<file path="src/hw/rtl/efr_pkg.sv">
// Shared definitions for the escaped frame receiver: framing codes, widths,
// the frame-match record passed from reception to readout, and the unescape map.
// No dependencies.
`timescale 1ns / 1ps
`default_nettype none

package efr_pkg;

    // Framing codes on the wire
    localparam logic [7:0] HEAD_CODE = 8'hFD;
    localparam logic [7:0] ESC_CODE  = 8'hFE;
    localparam logic [7:0] TAIL_CODE = 8'hF8;

    // Escaped forms following ESC_CODE
    localparam logic [7:0] ESC_HEAD_CODE = 8'h7D;
    localparam logic [7:0] ESC_TAIL_CODE = 8'h78;
    localparam logic [7:0] ESC_ESC_CODE  = 8'h7E;

    // Head, type, serial, checksum and tail around the payload
    localparam int unsigned OVERHEAD = 5;

    localparam int unsigned FRAME_DEPTH_DEF = 64;
    localparam int unsigned SLOT_COUNT_DEF  = 3;

    localparam int unsigned BYTE_W  = 8;
    localparam int unsigned LEN_W   = 6;
    localparam int unsigned SLOT_W  = 2;
    localparam int unsigned CFG_AW  = 3;
    localparam int unsigned CFG_DW  = 8;

    // Register map: two registers per slot, type then length
    localparam int unsigned CFG_STRIDE   = 2;
    localparam int unsigned CFG_TYPE_OFS = 0;
    localparam int unsigned CFG_LEN_OFS  = 1;

    // Result of a tail that matched a slot
    typedef struct packed {
        logic              valid;
        logic [SLOT_W-1:0] slot;
        logic [LEN_W-1:0]  len;
        logic [BYTE_W-1:0] serial;
        logic              cks_ok;
    } match_t;

    // Byte that follows an escape
    function automatic logic [7:0] unescape(input logic [7:0] b);
        logic [7:0] r;
        case (b)
            ESC_HEAD_CODE: r = HEAD_CODE;
            ESC_TAIL_CODE: r = TAIL_CODE;
            ESC_ESC_CODE:  r = ESC_CODE;
            default:       r = b;
        endcase
        return r;
    endfunction

endpackage

`default_nettype wire

</file>
<file path="src/hw/rtl/escaped_frame_receiver_core.sv">
// Escaped frame receiver top level: configuration registers, receive side,
// frame store and readout. Depends on efr_pkg, efr_rx, efr_store, efr_tx.
//
// Usage:
//  s_ channel: one raw link byte per beat in s_tdata[7:0]. While receiving,
//  s_tready is high and a byte is taken every cycle. Frames are
//  0xFD type payload serial checksum 0xF8, byte stuffed with 0xFE.
//  m_ channel: after a tail whose type and length match a slot, one beat per
//  payload byte (or a single marker beat with byte_valid low for an empty
//  payload), tlast on the final one. Frames that match nothing vanish.
//  Readout: after a matched tail the first result beat follows the store read
//  and output load, or comes straight from the match for an empty payload. Each
//  payload beat takes a store read, an output load and a handover, plus any stall
//  while m_tready is held low; the store has one read port, so that sequence sets the rate.
//  s_tready is low from the cycle after a matched tail until its last beat is taken.
//  Stall: a low m_tready holds the current beat and the readout; input stays
//  held off meanwhile. Nothing is dropped.
//  Reset: aresetn low for one clock clears the frame state, the readout and
//  the slot registers; the store contents need no clearing.
//  Configuration: cfg_wr_en/cfg_addr/cfg_wdata, write only while idle.
`timescale 1ns / 1ps
`default_nettype none

module escaped_frame_receiver_core #(
    parameter int unsigned FRAME_DEPTH = efr_pkg::FRAME_DEPTH_DEF,
    parameter int unsigned SLOT_COUNT  = efr_pkg::SLOT_COUNT_DEF
) (
    input  wire logic                         aclk,
    input  wire logic                         aresetn,
    // configuration write port
    input  wire logic                         cfg_wr_en,
    input  wire logic [efr_pkg::CFG_AW-1:0]   cfg_addr,
    input  wire logic [efr_pkg::CFG_DW-1:0]   cfg_wdata,
    // link bytes
    input  wire logic                         s_tvalid,
    output logic                              s_tready,
    input  wire logic [7:0]                   s_tdata,   // [7:0] rx_byte
    // result beats
    output logic                              m_tvalid,
    input  wire logic                         m_tready,
    output logic [15:0]                       m_tdata,   // [7:0] frame_serial, [15:8] payload_byte
    output logic [3:0]                        m_tuser,   // [1:0] slot_index, [2] checksum_ok, [3] byte_valid
    output logic                              m_tlast    // last
);
    import efr_pkg::*;

    localparam int unsigned AW = $clog2(FRAME_DEPTH);

    logic [SLOT_COUNT-1:0][7:0] slot_type_reg;
    logic [SLOT_COUNT-1:0][5:0] slot_len_reg;

    logic          wr_en;
    logic [AW-1:0] wr_addr;
    logic [7:0]    wr_data;
    logic          rd_en;
    logic [AW-1:0] rd_addr;
    logic [7:0]    rd_data;
    logic          busy;
    match_t        match;

    // slot registers: two per slot, type then length
    always_ff @(posedge aclk) begin
        if (!aresetn) begin
            slot_type_reg <= '0;
            slot_len_reg  <= '0;
        end else if (cfg_wr_en) begin
            for (int i = 0; i < int'(SLOT_COUNT); i++) begin
                if (cfg_addr == CFG_AW'(CFG_STRIDE * i + CFG_TYPE_OFS)) begin
                    slot_type_reg[i] <= cfg_wdata;
                end
                if (cfg_addr == CFG_AW'(CFG_STRIDE * i + CFG_LEN_OFS)) begin
                    slot_len_reg[i] <= cfg_wdata[LEN_W-1:0];
                end
            end
        end
    end

    assign s_tready = !busy;

    efr_rx #(
        .DEPTH      (FRAME_DEPTH),
        .SLOT_COUNT (SLOT_COUNT),
        .AW         (AW)
    ) u_rx (
        .aclk      (aclk),
        .aresetn   (aresetn),
        .byte_en   (s_tvalid && s_tready),
        .byte_in   (s_tdata),
        .slot_type (slot_type_reg),
        .slot_len  (slot_len_reg),
        .wr_en     (wr_en),
        .wr_addr   (wr_addr),
        .wr_data   (wr_data),
        .match     (match)
    );

    efr_store #(
        .DEPTH (FRAME_DEPTH),
        .AW    (AW)
    ) u_store (
        .aclk    (aclk),
        .wr_en   (wr_en),
        .wr_addr (wr_addr),
        .wr_data (wr_data),
        .rd_en   (rd_en),
        .rd_addr (rd_addr),
        .rd_data (rd_data)
    );

    efr_tx #(
        .DEPTH (FRAME_DEPTH),
        .AW    (AW)
    ) u_tx (
        .aclk     (aclk),
        .aresetn  (aresetn),
        .match    (match),
        .busy     (busy),
        .rd_en    (rd_en),
        .rd_addr  (rd_addr),
        .rd_data  (rd_data),
        .m_tvalid (m_tvalid),
        .m_tready (m_tready),
        .m_tdata  (m_tdata),
        .m_tuser  (m_tuser),
        .m_tlast  (m_tlast)
    );

endmodule

`default_nettype wire

</file>
<file path="src/hw/rtl/efr_store.sv">
// Frame byte store: single write port, single read port, registered read data.
// Depends on nothing but its parameters.
`timescale 1ns / 1ps
`default_nettype none

module efr_store #(
    parameter int unsigned DEPTH = 64,
    parameter int unsigned AW    = $clog2(DEPTH)
) (
    input  wire logic          aclk,
    input  wire logic          wr_en,
    input  wire logic [AW-1:0] wr_addr,
    input  wire logic [7:0]    wr_data,
    input  wire logic          rd_en,
    input  wire logic [AW-1:0] rd_addr,
    output logic [7:0]         rd_data
);

    logic [7:0] mem [DEPTH];

    // write port
    always_ff @(posedge aclk) begin
        if (wr_en) begin
            mem[wr_addr] <= wr_data;
        end
    end

    // read port, registered read data
    always_ff @(posedge aclk) begin
        if (rd_en) begin
            rd_data <= mem[rd_addr];
        end
    end

endmodule

`default_nettype wire

</file>
<file path="src/hw/rtl/efr_rx.sv">
// Receive side: unescaping, frame tracking, store writes, running checksum
// and slot matching at the tail. Depends on efr_pkg.
`timescale 1ns / 1ps
`default_nettype none

module efr_rx #(
    parameter int unsigned DEPTH      = 64,
    parameter int unsigned SLOT_COUNT = 3,
    parameter int unsigned AW         = $clog2(DEPTH)
) (
    input  wire logic                        aclk,
    input  wire logic                        aresetn,
    input  wire logic                        byte_en,
    input  wire logic [7:0]                  byte_in,
    input  wire logic [SLOT_COUNT-1:0][7:0]  slot_type,
    input  wire logic [SLOT_COUNT-1:0][5:0]  slot_len,
    output logic                             wr_en,
    output logic [AW-1:0]                    wr_addr,
    output logic [7:0]                       wr_data,
    output efr_pkg::match_t                  match
);
    import efr_pkg::*;

    localparam int unsigned CW = $clog2(DEPTH + 1);
    localparam int unsigned MW = (CW > 7) ? CW : 7;

    logic          in_frame_reg, in_frame_next;
    logic          esc_reg, esc_next;
    logic [CW-1:0] fill_reg, fill_next;
    logic [7:0]    sum_reg, sum_next;
    logic [7:0]    prev1_reg, prev1_next;
    logic [7:0]    prev2_reg, prev2_next;
    logic [7:0]    type_reg, type_next;
    match_t        match_reg, match_next;

    logic          store;
    logic          is_tail;
    logic [7:0]    data;
    logic [7:0]    sum_final;
    logic [MW-1:0] frame_len;

    // classify the incoming byte
    always_comb begin
        store   = 1'b0;
        is_tail = 1'b0;
        data    = byte_in;
        if (byte_en) begin
            if (byte_in == HEAD_CODE) begin
                store = 1'b1;
            end else if (in_frame_reg) begin
                if (esc_reg) begin
                    data  = unescape(byte_in);
                    store = 1'b1;
                end else if (byte_in != ESC_CODE) begin
                    store   = 1'b1;
                    is_tail = (byte_in == TAIL_CODE);
                end
            end
        end
    end

    // checksum covers type to serial; the last two stored bytes lag behind
    assign sum_final = sum_reg + prev2_reg;
    assign frame_len = MW'(fill_reg) + MW'(1);

    // frame state update
    always_comb begin
        in_frame_next = in_frame_reg;
        esc_next      = esc_reg;
        fill_next     = fill_reg;
        sum_next      = sum_reg;
        prev1_next    = prev1_reg;
        prev2_next    = prev2_reg;
        type_next     = type_reg;
        match_next    = '0;
        wr_en         = 1'b0;
        wr_addr       = fill_reg[AW-1:0];
        wr_data       = data;

        if (byte_en && byte_in == HEAD_CODE) begin
            // head always restarts and is stored at entry zero
            in_frame_next = 1'b1;
            esc_next      = 1'b0;
            fill_next     = CW'(1);
            sum_next      = '0;
            prev1_next    = byte_in;
            wr_en         = 1'b1;
            wr_addr       = '0;
        end else if (byte_en && in_frame_reg && !esc_reg && byte_in == ESC_CODE) begin
            esc_next = 1'b1;
        end else if (store) begin
            esc_next = 1'b0;
            if (fill_reg >= CW'(DEPTH)) begin
                // overflow: discard the frame
                in_frame_next = 1'b0;
                fill_next     = '0;
            end else begin
                wr_en      = 1'b1;
                fill_next  = fill_reg + CW'(1);
                prev1_next = data;
                prev2_next = prev1_reg;
                if (fill_reg >= CW'(3)) begin
                    sum_next = sum_final;
                end
                if (fill_reg == CW'(1)) begin
                    type_next = data;
                end
                if (is_tail) begin
                    in_frame_next = 1'b0;
                    fill_next     = '0;
                    // last matching slot wins
                    for (int i = 0; i < int'(SLOT_COUNT); i++) begin
                        if (type_reg == slot_type[i] &&
                            frame_len == MW'(slot_len[i]) + MW'(OVERHEAD)) begin
                            match_next.valid = 1'b1;
                            match_next.slot  = SLOT_W'(i);
                            match_next.len   = slot_len[i];
                        end
                    end
                    match_next.serial = prev2_reg;
                    match_next.cks_ok = (sum_final == prev1_reg);
                end
            end
        end
    end

    always_ff @(posedge aclk) begin
        if (!aresetn) begin
            in_frame_reg <= 1'b0;
            esc_reg      <= 1'b0;
            fill_reg     <= '0;
            match_reg    <= '0;
        end else begin
            in_frame_reg <= in_frame_next;
            esc_reg      <= esc_next;
            fill_reg     <= fill_next;
            match_reg    <= match_next;
        end
    end

    // data path registers
    always_ff @(posedge aclk) begin
        sum_reg   <= sum_next;
        prev1_reg <= prev1_next;
        prev2_reg <= prev2_next;
        type_reg  <= type_next;
    end

    assign match = match_reg;

endmodule

`default_nettype wire

</file>
<file path="src/hw/rtl/efr_tx.sv">
// Readout sequencer: walks the stored payload of a matched frame and drives
// the result beats from an output register. Depends on efr_pkg.
`timescale 1ns / 1ps
`default_nettype none

module efr_tx #(
    parameter int unsigned DEPTH = 64,
    parameter int unsigned AW    = $clog2(DEPTH)
) (
    input  wire logic            aclk,
    input  wire logic            aresetn,
    input  wire efr_pkg::match_t match,
    output logic                 busy,
    output logic                 rd_en,
    output logic [AW-1:0]        rd_addr,
    input  wire logic [7:0]      rd_data,
    output logic                 m_tvalid,
    input  wire logic            m_tready,
    output logic [15:0]          m_tdata,
    output logic [3:0]           m_tuser,
    output logic                 m_tlast
);
    import efr_pkg::*;

    typedef enum logic [1:0] {
        ST_IDLE,
        ST_READ,
        ST_LOAD,
        ST_SEND
    } state_t;

    state_t            state_reg;
    logic [LEN_W-1:0]  ptr_reg;
    logic [LEN_W-1:0]  len_reg;
    logic [SLOT_W-1:0] slot_reg;
    logic [7:0]        serial_reg;
    logic              ok_reg;
    logic              valid_reg;
    logic              last_reg;
    logic              bvalid_reg;
    logic [7:0]        payload_reg;

    assign busy    = (state_reg != ST_IDLE) || match.valid;
    assign rd_en   = (state_reg == ST_READ);
    assign rd_addr = AW'(ptr_reg) + AW'(2);

    // sequencer and output register
    always_ff @(posedge aclk) begin
        if (!aresetn) begin
            state_reg <= ST_IDLE;
            valid_reg <= 1'b0;
            ptr_reg   <= '0;
        end else begin
            case (state_reg)
                ST_IDLE: begin
                    if (match.valid) begin
                        slot_reg   <= match.slot;
                        serial_reg <= match.serial;
                        ok_reg     <= match.cks_ok;
                        len_reg    <= match.len;
                        ptr_reg    <= '0;
                        if (match.len == '0) begin
                            // empty payload: one marker beat
                            valid_reg   <= 1'b1;
                            bvalid_reg  <= 1'b0;
                            payload_reg <= '0;
                            last_reg    <= 1'b1;
                            state_reg   <= ST_SEND;
                        end else begin
                            state_reg <= ST_READ;
                        end
                    end
                end
                ST_READ: begin
                    state_reg <= ST_LOAD;
                end
                ST_LOAD: begin
                    valid_reg   <= 1'b1;
                    bvalid_reg  <= 1'b1;
                    payload_reg <= rd_data;
                    last_reg    <= (ptr_reg + LEN_W'(1) == len_reg);
                    state_reg   <= ST_SEND;
                end
                ST_SEND: begin
                    if (m_tready) begin
                        valid_reg <= 1'b0;
                        if (last_reg) begin
                            state_reg <= ST_IDLE;
                        end else begin
                            ptr_reg   <= ptr_reg + LEN_W'(1);
                            state_reg <= ST_READ;
                        end
                    end
                end
                default: begin
                    state_reg <= ST_IDLE;
                    valid_reg <= 1'b0;
                end
            endcase
        end
    end

    assign m_tvalid = valid_reg;
    assign m_tdata  = {payload_reg, serial_reg};
    assign m_tuser  = {bvalid_reg, ok_reg, slot_reg};
    assign m_tlast  = last_reg;

endmodule

`default_nettype wire

</file>
<file path="config.mk">
export PLATFORM = sky130hd
export DESIGN_NAME = escaped_frame_receiver_core
export DESIGN_NICKNAME = d
export VERILOG_FILES = /design/src/hw/rtl/efr_pkg.sv /design/src/hw/rtl/escaped_frame_receiver_core.sv /design/src/hw/rtl/efr_store.sv /design/src/hw/rtl/efr_rx.sv /design/src/hw/rtl/efr_tx.sv
export SDC_FILE = /design/constraint.sdc
export NUM_CORES = 1
export LEC_CHECK = 0
export ABC_CLOCK_PERIOD_IN_PS = 5600
export BUFFER_PORTS_ARGS = -buffer_cell sky130_fd_sc_hd__buf_4
export CAP_MARGIN = 20
export CORE_UTILIZATION = 37
export DETAILED_ROUTE_END_ITERATION = 10
export HOLD_SLACK_MARGIN = 0.06
export PLACE_DENSITY_LB_ADDON = 0.15
export SETUP_SLACK_MARGIN = 0.05
export SYNTH_ARGS = -nofsm -noshare
export SYNTH_HDL_FRONTEND = slang
export SYNTH_SLANG_ARGS = --single-unit
</file>
<file path="constraint.sdc">
create_clock -name aclk -period 5.6 [get_ports aclk]
set_clock_uncertainty 0.15 [all_clocks]
set_input_delay 0.56 -clock aclk [delete_from_list [all_inputs] [get_ports aclk]]
set_output_delay 0.56 -clock aclk [all_outputs]
set_load 0.02 [all_outputs]
</file>
# Yosys cells after proc, flatten, opt, wreduce, memory -nomap -nowiden
# Memories as Yosys holds them, arrays and structs flattened. A register that Yosys moved wholly into a read port is not among the register bits.
# Index checks and enable logic that the tools add are counted.
totals:
  word_cells: 179
  output_inout_bits: 23
  input_bits: 24
  mem_count: 1
  ramBits: 512
  register_bits: 137
memory_table:
  columns: ["memory", "depth", "width", "read_ports", "rd_clocked_by_memory_dff", "wr", "line_no", "source"]
  rows:
  - ["u_store.mem", 64, 8, 1, 1, 1, "efr_store.sv:19", "logic [7:0] mem [DEPTH];"]
classes:
  reduce_logical: 42
  muxes: 61
  n_addsub: 7
  eq_ne: 30
  bitwise_logic: 6
  magnitude_cmp: 2
ops:
  columns: ["operator", "n"]
  rows:
  - ["$mux 8", 10]
  - ["$eq 8x8->1", 4]
  - ["$mux 1", 32]
  - ["$mux 9", 3]
  - ["$eq 8x7->1 const B", 3]
  - ["$eq 8x8->1 const B", 3]
  - ["$mux 6", 4]
  - ["$pmux 8 s3", 1]
  - ["$add 6x3->7 const B", 3]
  - ["$eq 7x7->1", 3]
  - ["$reduce_and 4->1", 5]
  - ["$reduce_and 2->1", 9]
  - ["$pmux 8 s2", 1]
  - ["$mux 7", 2]
  - ["$pmux 6 s2", 1]
  - ["$reduce_bool 2->1", 5]
  - ["$reduce_and 3->1", 3]
  - ["$add 8x8->8", 1]
  - ["$logic_and 1x1->1", 8]
  - ["$ne 8x8->1 const B", 1]
  - ["$pmux 2 s4", 1]
  - ["$add 7x1->7 const B", 1]
  - ["$eq 7x1->1 const B", 1]
  - ["$ge 7x2->1 const B", 1]
  - ["25 further kinds", 42]

# Logic depth before layout (Yosys ltp)
logic_depth:
  word_depth: 11
  depth_mapped: 12
  ltp_nobuf: 11

# Modules after synthesis
# From an unflattened synthesis, not the netlist that was laid out.
unflattened:
  hier_cells: 1651
  hier_area_um2: 27491.4
by_module_without_submodules:
  columns: ["mod", "seq_area_each_um2", "n_inst", "area_each_um2", "cells_each"]
  rows:
  - ["efr_store", 15615.0, 1, 20270.7, 972]
  - ["efr_rx", 1421.4, 1, 3973.8, 396]
  - ["efr_tx", 991.0, 1, 1684.1, 131]
  - ["escaped_frame_receiver_core", 840.8, 1, 1562.7, 152]

# Worst setup path before layout
# No wires, ideal clock.
synth_timing:
  kind: "flip-flop to flip-flop"
  startpoint: "reg u_tx.state_reg[0]"
  endpoint: "mem u_store.mem[44][0] (enable)"
  setup_slack_ps: 2257
  synth_period_minus_slack_ps: 3343
  n_path_buf: 0
  path_stages_with_launch: 11
  arrival_time_ps: 2822
  t_required_ps: 5079
  setup_ps: 371
  cell_sequence: "dfxtp_1 > inv_1 > ha_1 > nand2b_4 > inv_2 > and3_1 > o31ai_2 > nor3_1 > and2_1 > nand3_1 > nor2_1"
synth_between:
  elab_chain_cells: 11
  word_cells_on_any_way: 15
  cone_classes: "7 x mux; 8 x reduce/logical"
synth_lines:
  columns: ["item", "line_no", "source"]
  rows:
  - ["start, declared", "efr_tx.sv:32", "state_t state_reg;"]
  - ["start signal, assigned", "efr_tx.sv:50", "state_reg <= ST_IDLE;"]
  - ["start signal, assigned", "efr_tx.sv:68", "state_reg <= ST_SEND;"]
  - ["start signal, assigned", "efr_tx.sv:70", "state_reg <= ST_READ;"]
  - ["$reduce_bool 2->1 (*)", "efr_tx.sv:43", "assign busy = (state_reg != ST_IDLE) || match.valid;"]
  - ["$logic_or 1x1->1 (*)", "efr_tx.sv:43", null]
  - ["$logic_not 1->1 (*)", "escaped_frame_receiver_core.sv:78", "assign s_tready = !busy;"]
  - ["named net s_tready", "escaped_frame_receiver_core.sv:36", "output logic s_tready,"]
  - ["$logic_and 1x1->1 (*)", "escaped_frame_receiver_core.sv:87", ".byte_en (s_tvalid && s_tready),"]
  - ["$logic_and 1x1->1 (3 in series)", "efr_rx.sv:89", "end else if (byte_en && in_frame_reg && !esc_reg && byte_in == ESC_CODE) begin"]
  - ["$mux 1", "efr_rx.sv:89", null]
  - ["$mux 1", "efr_rx.sv:80", "if (byte_en && byte_in == HEAD_CODE) begin"]
  - ["$mux 1", "efr_store.sv:23", "if (wr_en) begin"]
  - ["$mux 1 (not written as such)", "efr_store.sv:24", "mem[wr_addr] <= wr_data;"]
  - ["end, declared", "efr_store.sv:19", null]
# The timed path passes the listed nets; every way through them passes the cells marked *.

# Worst setup path after layout
layout_timing:
  startpoint: "reg u_tx.state_reg[0]"
  endpoint: "mem u_store.mem[52][0] (enable)"
layout_between:
  elab_chain_cells: 11
  word_cells_on_any_way: 15
  cone_classes: "7 x mux; 8 x reduce/logical"
layout_lines:
  columns: ["item", "line_no"]
  rows:
  - ["$reduce_bool 2->1 (*)", "efr_tx.sv:43"]
  - ["$logic_or 1x1->1 (*)", "efr_tx.sv:43"]
  - ["$logic_not 1->1 (*)", "escaped_frame_receiver_core.sv:78"]
  - ["$logic_and 1x1->1 (*)", "escaped_frame_receiver_core.sv:87"]
  - ["$logic_and 1x1->1 (3 in series)", "efr_rx.sv:89"]
  - ["$mux 1", "efr_rx.sv:89"]
  - ["$mux 1", "efr_rx.sv:80"]
  - ["$mux 1", "efr_store.sv:23"]
  - ["$mux 1 (not written as such)", "efr_store.sv:24"]
# Every way passes the cells marked *; elsewhere a longest branch is shown, timed or not.

==> metrics <==
Resize count post-CTS 0; commonest cells after routing, fill and taps aside 571 x edfxtp_1, 168 x mux4_2, 113 x nor2_1, 84 x dfxtp_1, 82 x nand2_1; net count after synthesis 1534; Clk Tree Root Cell clkbuf_16; Nets 1601; global route total overflow 0; detailed-router iteration count before antenna repair 7; critical path class flip-flop to flip-flop; routed wire length per instance 25.37 um; pin count of the biggest net entering global routing 70; Setup TNS Final 0 ns; RSZ-0062 raised after global routing false; port bufs 46; DRC 0; vias in the first global route 14006; Seq/Total Area, Yosys 70.52%; via count 13516; IO Pins 47; Largest register FFs 512; final worst path period share 68.24%; Clock Sinks 657; Hold Path Class input pin to flip-flop; Tmin final 3.821 ns; Area after DPL 28170 um2; post-synthesis area per instance 17.97 um2; worst rel slew slack 25.84%; Max Cap Violations 0; Clock Path Buffers 3; synth warn 0; Worst VDD drop 0.3212 mV; 1st-iter DRT viols 1066; Die ar. 73390 um2; Most used DFF post-synth edfxtp_1; cells after synthesis 1489; top-area cell type share of the netlist area 64.09%; gpl congestion 0.7876; CP Capture Type flip-flop; H-tree Lvls 3; Synth area leader edfxtp_1; crit path DAT 3.89 ns; leading cell type in the layout, fill and taps excluded edfxtp_1; EDFF count, synth 571; antenna-violating nets left 0; worst-path cell chain inv_1, ha_1, nand2b_4, inv_2, and3_1, o31ai_2, buf_4, nor3_1, and2_1, nand3_1, nor2_1; TritonCTS Buffers 73; final instance area 30570 um2; Chip Width 270.9 um; slew at the pin closest to its max-slew limit 1.109 ns; TritonCTS clock tree yes; Power Density 349.9 nW/um2; Synth cell types 65; final setup vio count 0; post-DR vias/cell 5.282; register bit count reported by yosys 657; DP HPWL 40.52 mm; crit-path max cell delay 0.75 ns; CP top delay family simple AND/OR/NAND/NOR gates; Synth-to-Final Area Change 14.26%; initial cell density of the core 37.43%; CP max-delay cell nor2_1; Hold Violations, Final 0; status finished clean; core box area 71490 um2; f_max 0.2617 GHz; Post-CTS Setup Repair Bufs 0; first-pass GRT wire length 96.37 mm; Slew Viols, Final 0; synth top area cells edfxtp_1 64%, mux4_2 14%, dfxtp_1 6.4%; CTS clk-pin slew, worst paths 0.06 ns; total length of routed wires 64.91 mm; crit path launch type flip-flop; Async SR Flop Fraction 0%; leakage power 9.592 nW; layout cell share with drive strength beyond 1 22.68%; worst skew pair latency 0.60 ns; Post-CTS Hold Buffers 0; WP data required 5.67 ns; row cnt 98; CP bufs+invs 3; diode count 0; Mapped Area 26760 um2; total track usage 17.93%; crit-path max FO 17; initial antenna violation count 7; Die Y 270.9 um
final timing paths:
path	from	endpoint	slack [ns]	cells after the start
hold reg to reg	u_rx.match[16]$_SDFF_PP0_	u_tx.slot_reg[1]$_DFFE_PP_	0.25	0
hold / removal	cfg_wdata[6]	slot_type_reg[22]$_SDFFE_PN0P_	0.11	3
setup / recovery	u_tx.state_reg[0]$_SDFFE_PN0P_	u_store.mem[52][0]$_DFFE_PP_	1.78	11
setup reg to reg	u_tx.state_reg[0]$_SDFFE_PN0P_	u_store.mem[52][0]$_DFFE_PP_	1.78	11
routing by layer:
layer	up-vias	wire, um	part of all wire [%]	track usage (%)
met4	4	1040	1.6	4.535
met3	84	3078	4.7	2.929
met2	329	31150	48	28.84
li1	6008	-	-	-
met5	-	48	0.074	0
met1	7091	29600	46	25.32
stage by stage:
step	instances	setup WS, ns	power [mW]	hold WS [ns]	utilization (%)
2_1_floorplan	1489	2.257	5.791	0.2355	-
3_3_place_gp	2430	1.575	5.991	0.2424	39.40
3_5_place_dp	2431	1.460	5.997	0.2413	39.41
4_1_cts	2559	1.640	10.80	0.07345	42.76
5_1_grt	2559	1.453	11.03	0.1025	42.76
6_report	2559	1.779	10.70	0.1067	42.76
cell type report:
| class | count | area, um2 |
|---|---|---|
| tap | 950 | 1189 |
| inverter | 14 | 52.55 |
| fill | 6206 | 40920 |
| sequential | 657 | 18880 |
| clock inverter | 35 | 384.1 |
| timing repair buffer | 68 | 535.5 |
| clock buffer | 93 | 2017 |
| multi-input combinational | 742 | 7517 |
power breakdown:
group / total (mW) / leakage, nW / internal (mW) / switching (mW)
sequential: 5.40 / 5.88 / 5.36 / 0.0345
combinational: 0.484 / 2.55 / 0.177 / 0.308
clock: 4.81 / 1.17 / 2.91 / 1.90
cells in the mapped netlist, drive strengths merged, types with 4 or more instances:
cell type,count
and2,22
o21ai,25
nand2b,4
and3,4
dfxtp,86
nand2,83
a21oi,25
a22o,5
buf,31
mux4,168
nand4,10
nand3,24
a21boi,31
nor2,113
xnor2,46
xor2,33
nor4,12
clkbuf,45
nor2b,26
nor3,12
ha,20
mux2i,29
inv,14
or3,7
edfxtp,571
tightest hold or removal path, delay by kind of cell:
kind            cells  cell delay, ns
buf+inv             1            0.12
compound gates      1            0.06
simple gates        1            0.05
cells by family (layout without fill, tap and decap cells):
group | after synthesis | count (layout) | share of synthesized area (%)
flops | 657 | 657 | 70.52
xor+xnor | 82 | 82 | 2.839
buf+inv | 90 | 210 | 1.520
simple gates | 333 | 333 | 6.112
mux | 197 | 197 | 15.23
compound gates | 109 | 109 | 2.773
fa+ha+maj | 21 | 21 | 1.010
(Power assumes the default switching activity.)
